[src/hdl/lcr_pkg.sv]
// Shared types, widths and helpers for the line clipper.
package lcr_pkg;

	localparam int CW = 16;             // coordinate width
	localparam int EW = CW + 1;         // edge sums (right, bottom)
	localparam int DW = CW + 2;         // edge minus point
	localparam int PW = 2 * CW + 2;     // products
	localparam int NW = 2 * CW + 3;     // Cramer numerators
	localparam int BW = 2 * CW + 4;     // span compare width
	localparam int MW = CW;             // divisor magnitude
	localparam int QW = CW + 1;         // quotient magnitude
	localparam int SPS = 4;             // divider bits per stage
	localparam int DIV_STAGES = (QW + SPS - 1) / SPS;
	localparam int IW = 3;              // register index width

	typedef enum logic [IW-1:0] {
		REG_X = 3'd0,
		REG_Y = 3'd1,
		REG_W = 3'd2,
		REG_H = 3'd3
	} cfg_reg_t;

	typedef struct packed {
		logic signed [CW-1:0] x;
		logic signed [CW-1:0] y;
		logic [CW-2:0]        w;
		logic [CW-2:0]        h;
	} region_t;

	typedef struct packed {
		logic [NW-1:0] num;
		logic [MW-1:0] den;
		logic          neg;
	} lane_t;

	typedef struct packed {
		logic signed [EW-1:0] xs;
		logic signed [EW-1:0] ys;
		logic signed [EW-1:0] xe;
		logic signed [EW-1:0] ye;
		logic                 qxs;
		logic                 qys;
		logic                 qxe;
		logic                 qye;
		logic                 ok;
	} side_t;

	typedef struct packed {
		lane_t a;
		lane_t b;
		side_t side;
	} div_t;

	typedef struct packed {
		logic [NW-1:0] ra;
		logic [NW-1:0] rb;
		logic [QW-1:0] qa;
		logic [QW-1:0] qb;
		logic [MW-1:0] da;
		logic [MW-1:0] db;
		logic          na;
		logic          nb;
		side_t         side;
	} dstage_t;

	function automatic logic signed [CW-1:0] sat(input logic signed [QW:0] v);
		logic signed [CW-1:0] r;
		if (v[QW:CW-1] != {(QW-CW+2){v[QW]}})
			r = v[QW] ? {1'b1, {(CW-1){1'b0}}} : {1'b0, {(CW-1){1'b1}}};
		else
			r = v[CW-1:0];
		return r;
	endfunction

endpackage

[src/hdl/lcr_div_pipe.sv]
// Pipelined two-lane restoring divider, SPS quotient bits per stage.
module lcr_div_pipe (
	input  logic              clk,
	input  logic              arst_n,
	input  logic              in_valid,
	output logic              in_stall,
	input  lcr_pkg::div_t     in_data,
	output logic              out_valid,
	input  logic              out_stall,
	output lcr_pkg::dstage_t  out_data
);
	import lcr_pkg::*;

	dstage_t seed;
	dstage_t src [DIV_STAGES];
	dstage_t nxt [DIV_STAGES];
	dstage_t st_s [DIV_STAGES];
	logic [DIV_STAGES-1:0] v_s;
	logic [DIV_STAGES-1:0] vin;
	logic [DIV_STAGES-1:0] en;

	always_comb begin
		seed      = '0;
		seed.ra   = in_data.a.num;
		seed.rb   = in_data.b.num;
		seed.da   = in_data.a.den;
		seed.db   = in_data.b.den;
		seed.na   = in_data.a.neg;
		seed.nb   = in_data.b.neg;
		seed.side = in_data.side;
	end

	for (genvar g = 0; g < DIV_STAGES; g++) begin : g_stage
		if (g == 0) begin : g_first
			assign src[g] = seed;
			assign vin[g] = in_valid;
		end else begin : g_next
			assign src[g] = st_s[g-1];
			assign vin[g] = v_s[g-1];
		end

		if (g == DIV_STAGES - 1) begin : g_last
			assign en[g] = !v_s[g] || !out_stall;
		end else begin : g_mid
			assign en[g] = !v_s[g] || en[g+1];
		end

		always_comb begin
			int b;
			dstage_t t;
			t = src[g];
			for (int k = 0; k < SPS; k++) begin
				b = QW - 1 - (g * SPS + k);
				if (b >= 0) begin
					if (t.ra >= (NW'(t.da) << b)) begin
						t.ra = t.ra - (NW'(t.da) << b);
						t.qa = {t.qa[QW-2:0], 1'b1};
					end else begin
						t.qa = {t.qa[QW-2:0], 1'b0};
					end
					if (t.rb >= (NW'(t.db) << b)) begin
						t.rb = t.rb - (NW'(t.db) << b);
						t.qb = {t.qb[QW-2:0], 1'b1};
					end else begin
						t.qb = {t.qb[QW-2:0], 1'b0};
					end
				end
			end
			nxt[g] = t;
		end

		always_ff @(posedge clk or negedge arst_n) begin
			if (!arst_n) begin
				v_s[g] <= 1'b0;
			end else if (en[g]) begin
				v_s[g] <= vin[g];
			end
		end

		always_ff @(posedge clk) begin
			if (en[g]) st_s[g] <= nxt[g];
		end
	end

	assign in_stall  = !en[0];
	assign out_valid = v_s[DIV_STAGES-1];
	assign out_data  = st_s[DIV_STAGES-1];

endmodule

[config.mk]
export PLATFORM = sky130hd
export DESIGN_NAME = lcr_div_pipe
export DESIGN_NICKNAME = d
export VERILOG_FILES = /design/src/hdl/lcr_pkg.sv /design/src/hdl/lcr_div_pipe.sv
export SDC_FILE = /design/constraint.sdc
export NUM_CORES = 2
export LEC_CHECK = 0
export ABC_AREA = 1
export BUFFER_PORTS_ARGS = -buffer_cell sky130_fd_sc_hd__buf_2
export CELL_PAD_IN_SITES_DETAIL_PLACEMENT = 0
export CELL_PAD_IN_SITES_GLOBAL_PLACEMENT = 1
export CORE_MARGIN = 3
export CORE_UTILIZATION = 32
export DETAILED_ROUTE_END_ITERATION = 12
export PLACE_DENSITY_LB_ADDON = 0.05
export SLEW_MARGIN = 10
export SYNTH_ARGS = -nofsm -noshare
export SYNTH_HDL_FRONTEND = slang
export SYNTH_SLANG_ARGS = --single-unit
[constraint.sdc]
create_clock -name clk -period 32.3 [get_ports clk]
set_input_delay 6.46 -clock clk [delete_from_list [all_inputs] [get_ports clk]]
set_output_delay 6.46 -clock clk [all_outputs]
set_load 0.01 [all_outputs]
**Word level (Yosys, flattened, before mapping)**

Memory sizes are Yosys's and may differ from the RTL's.
Index checks and enable logic that the tools add are counted.

- Register bits: 5
- Bits in latches: 0
- Bits in writable memories: 1055
- Bits in read-only memories: 0
- Input port bits: 181
- Word-level logic and storage cells: 164
- Memories: 1

- $add $sub $neg: 34
- Multipliers: 0
- Div/mod/pow operators: 0
- $lt $le $gt $ge: 34
- Eq/ne operators: 0
- Shift-type cells: 0
- Muxes and demuxes: 78
- Bitwise operators: 0
- Reduce and logical (&&, ||, !) cells: 12

Memories:

| name | depth | bits a word | rd ports | clocked after Yosys merged registers in | wr ports | RTL line | RTL |
|---|---|---|---|---|---|---|---|
| st_s | 5 | 211 | 5 | 0 | 5 | lcr_div_pipe.sv:17 | `dstage_t st_s [DIV_STAGES];` |

Operator list:

| operator | count |
|---|---|
| $mux W35 | 34 |
| $ge A35 B16 Y1 | 2 |
| $ge A35 B17 Y1 | 2 |
| $ge A35 B18 Y1 | 2 |
| $ge A35 B19 Y1 | 2 |
| $ge A35 B20 Y1 | 2 |
| $ge A35 B21 Y1 | 2 |
| $ge A35 B22 Y1 | 2 |
| $ge A35 B23 Y1 | 2 |
| $ge A35 B24 Y1 | 2 |
| $ge A35 B25 Y1 | 2 |
| $ge A35 B26 Y1 | 2 |
| $ge A35 B27 Y1 | 2 |
| $ge A35 B28 Y1 | 2 |
| $ge A35 B29 Y1 | 2 |
| $ge A35 B30 Y1 | 2 |
| $ge A35 B31 Y1 | 2 |
| $ge A35 B32 Y1 | 2 |
| $sub A35 B16 Y35 | 2 |
| $sub A35 B17 Y35 | 2 |
| $sub A35 B18 Y35 | 2 |
| $sub A35 B19 Y35 | 2 |
| $sub A35 B20 Y35 | 2 |
| $sub A35 B21 Y35 | 2 |
| 14 further kinds | 78 |

**Logic depth before layout (Yosys ltp)**

An unclocked memory read counts as a cell.

- Word-level depth: 9
- Depth in mapped cells: 78

**Worst setup path before layout**

OpenSTA, ideal clock, no wires.

- Path kind: input port to output port
- From: input out_stall
- To: output in_stall
- Data arrival time: 23671 ps
- Required time: 25840 ps
- Slack: 2169 ps
- Stages on the path: 8
- Path buffers: 0
- Cell sequence: nand2_1 -> nor2_1 -> inv_1 -> nor2_1 -> inv_1 -> nor2_1 -> inv_1 -> nor2_1

- Cells in the longest elaborated chain, start to end: 7

RTL lines:

| item | RTL line | RTL |
|---|---|---|
| from (decl) | lcr_div_pipe.sv:9 | `input logic out_stall,` |
| $logic_not A1 Y1 | lcr_div_pipe.sv:43 | `assign en[g] = !v_s[g] \|\| !out_stall;` |
| $logic_or A1 B1 Y1 | lcr_div_pipe.sv:43 |  |
| $logic_or A1 B1 Y1 | lcr_div_pipe.sv:45 | `assign en[g] = !v_s[g] \|\| en[g+1];` |
| via en[3] | lcr_div_pipe.sv:20 | `logic [DIV_STAGES-1:0] en;` |
| $logic_or A1 B1 Y1 | lcr_div_pipe.sv:45 |  |
| via en[2] | lcr_div_pipe.sv:20 |  |
| $logic_or A1 B1 Y1 | lcr_div_pipe.sv:45 |  |
| via en[1] | lcr_div_pipe.sv:20 |  |
| $logic_or A1 B1 Y1 | lcr_div_pipe.sv:45 |  |
| $logic_not A1 Y1 | lcr_div_pipe.sv:85 | `assign in_stall = !en[0];` |
| to (decl) | lcr_div_pipe.sv:6 | `output logic in_stall,` |

The timed path passes the listed nets, and every way through them passes these cells.

==> results.cfg <==
[timing]
setup_viol = 0
finClkSkew_ps = 92.7
setup_tns_ps = 0
period_needed_ps = 17650
fmax_mhz = 56.7
max-slew-margin-rel_pct = 12.5
final_max_slew_viol_count = 0
rsz0062_at_grt = no
worst_slew_pin_slew_ps = 1300
fin_crit_sh_pct = 54.6
finalHoldViolCount = 0

[clocking]
cts-resized-gates = 0
cts_buffers = 113
cts.path.max_buffers = 3
clkSinkCount = 1004
clock_latency_ps = 810
cts_tree = built
hold_buffers = 0
cts_setup_buffers = 0
cts-root-buf = clkbuf_16
clk_pin_slew_ps = 80
htreeDepth = 3

[yosys]
syn_nets = 10777
synthTopCellsByArea = edfxtp_1, nand2_1, ha_1, inv_1, nor2_1
synth_edf_count = 999
ys_ff_latch = 1004
ys_top_cells_by_count = nand2_1, inv_1, edfxtp_1, nor2_1, nand3_1
ys_types = 68
synth_warnings = 0
syn-cell-area_um2 = 77900
synth_top_area_share_pct = 38.5
synth_top_cell_by_area = edfxtp_1
synth-async-reset-ratio_pct = 0.498
yosysSeqAreaShare_pct = 38.6
synth_top_flop_cell = edfxtp_1
syn_area_per_cell_um2 = 7.78
yosysMostFrequentCell = nand2_1
syn_inst = 10018

[worst_setup_path]
end_kind = flop
rrSetupSlack_ps = 19050
r2r_cells = 55
worstPathMaxFanout = 32
reg2reg_from = st_s[0][90]$_DFFE_PN_
start_kind = input pin
rr_endpoint = st_s[0][379]$_DFFE_PP_
cp_slowest_cell = and2_1
cp_slowest_stage_delay_ps = 670
required_ps = 32790
crit_path_frequent_cell = nand2_1
cp_data_arrival_time_ps = 18140
crit_type = input pin to flop

[final_layout]
syn_to_final_growth_pct = 11.6
fin_nets = 11171
drive_gt1_share_pct = 9.21

[grt]
grt_pass1_wl_um = 403000
antenna_found_initial = 20
overflow = 0
grtUsageTotal_pct = 21.1
grt_pass1_vias = 65123
grt_max_degree = 99

[min_path]
min_from = st_s[0][744]$_DFFE_PP_
worstHoldEndpoint = st_s[0][956]$_DFFE_PP_
whs_path_depth = 0
min_path_type = flop to flop

[die]
chipHeight_um = 500
start_util_pct = 32.3
core_um2 = 241000
die_w_um = 500
ios = 394
dieArea_um2 = 250000
core.rowCount = 180

[drt]
via_per_inst = 4.86
first_iter_violations = 3874
ant_nets = 0
drcViolationCount = 0
vias = 66604
wl_per_cell_um = 19.7
drt_first_pass_iters = 6
routed_wl_um = 270000

[placed_design]
numPortBuffers = 393
place_congestion = 0.920
post-dp-hpwl_um = 225000

[flow_run]
cap_violations = 0

[status]
status = completed
-- cells in the final DEF (no fill, tap or decap), drive strengths merged, types with 12 or more instances in the layout --
cell    count
nand2    2837
inv      1352
edfxtp    999
nor2      961
nand3     689
a21oi     645
o21ai     614
ha        544
buf       421
xor2      287
xnor2     264
nand4     208
clkbuf    135
nor3      107
clkinv     55
nand3b     49
o21bai     42
nor4       41
fa         34
or2        34
a21o       31
a31oi      24
o21a       22
a21boi     22
o211ai     12
-- worst max path at each step --
stage / cells past startpoint / to / from
finish: 60 / st_s[0][167]$_DFFE_PN_ / in_data[92]
global route: 67 / st_s[0][168]$_DFFE_PN_ / in_data[75]
CTS: 60 / st_s[0][167]$_DFFE_PN_ / in_data[92]
detailed placement: 60 / st_s[0][166]$_DFFE_PN_ / in_data[92]
global placement: 60 / st_s[0][168]$_DFFE_PN_ / in_data[92]
floorplan: 8 / in_stall / out_stall
-- worst max-delay path: cells and delay by family --
family,cells,cell delay (ps)
compound gates,16,3790
fa+ha+maj,3,1080
buf+inv,8,1670
simple gates,33,5060
-- area by class of cell --
class / instances / area, um^2
clock inverters: 76 / 792
diodes: 3 / 7.51
flip-flops and latches: 1004 / 30100
inverters: 1348 / 5090
well taps: 3185 / 3990
fillers: 25593 / 154000
repair buffers: 421 / 2180
clock buffers: 135 / 2950
multi-input cells: 7524 / 41900
-- routing by layer --
layer | track usage, % | vias up | wire length [um]
li1 | - | 34255 | -
met1 | 27.9 | 30972 | 124000
met2 | 36.4 | 1098 | 129000
met3 | 2.06 | 277 | 8210
met4 | 6.01 | 2 | 8180
met5 | 0 | - | 11
-- registers in the layout (all words and copies together), names as in the netlist --
name / flops
out_valid: 1
st_s: 999
v_s: 4
-- logic make-up after synthesis --
kind of cell	count (synthesis)	synth area share, %
adders and majority gates	578	9.61
AOI/OAI and AO/OA	1446	10.1
and+or+nand+nor	4942	27.7
DFF	1004	38.6
buffers and inverters	1490	7.65
muxes	7	0.101
xor gates and xnor gates	551	6.19
-- per-stage QoR --
step | std cells | setup slack [ps] | area, um^2 | hold slack (ps) | utilization [%]
2_1_floorplan | 10018 | 2170 | 77900 | 400 | -
3_3_place_gp | 13482 | 13720 | 83300 | 400 | 34.5
3_5_place_dp | 13482 | 13690 | 83300 | 405 | 34.5
4_1_cts | 13693 | 14570 | 87000 | 334 | 36.0
5_1_grt | 13695 | 13350 | 87000 | 360 | 36.0
6_report | 13696 | 14650 | 87000 | 359 | 36.0
Power is not shown: default switching activity piles up to over one toggle a cycle in this logic, so the estimate is an artifact.
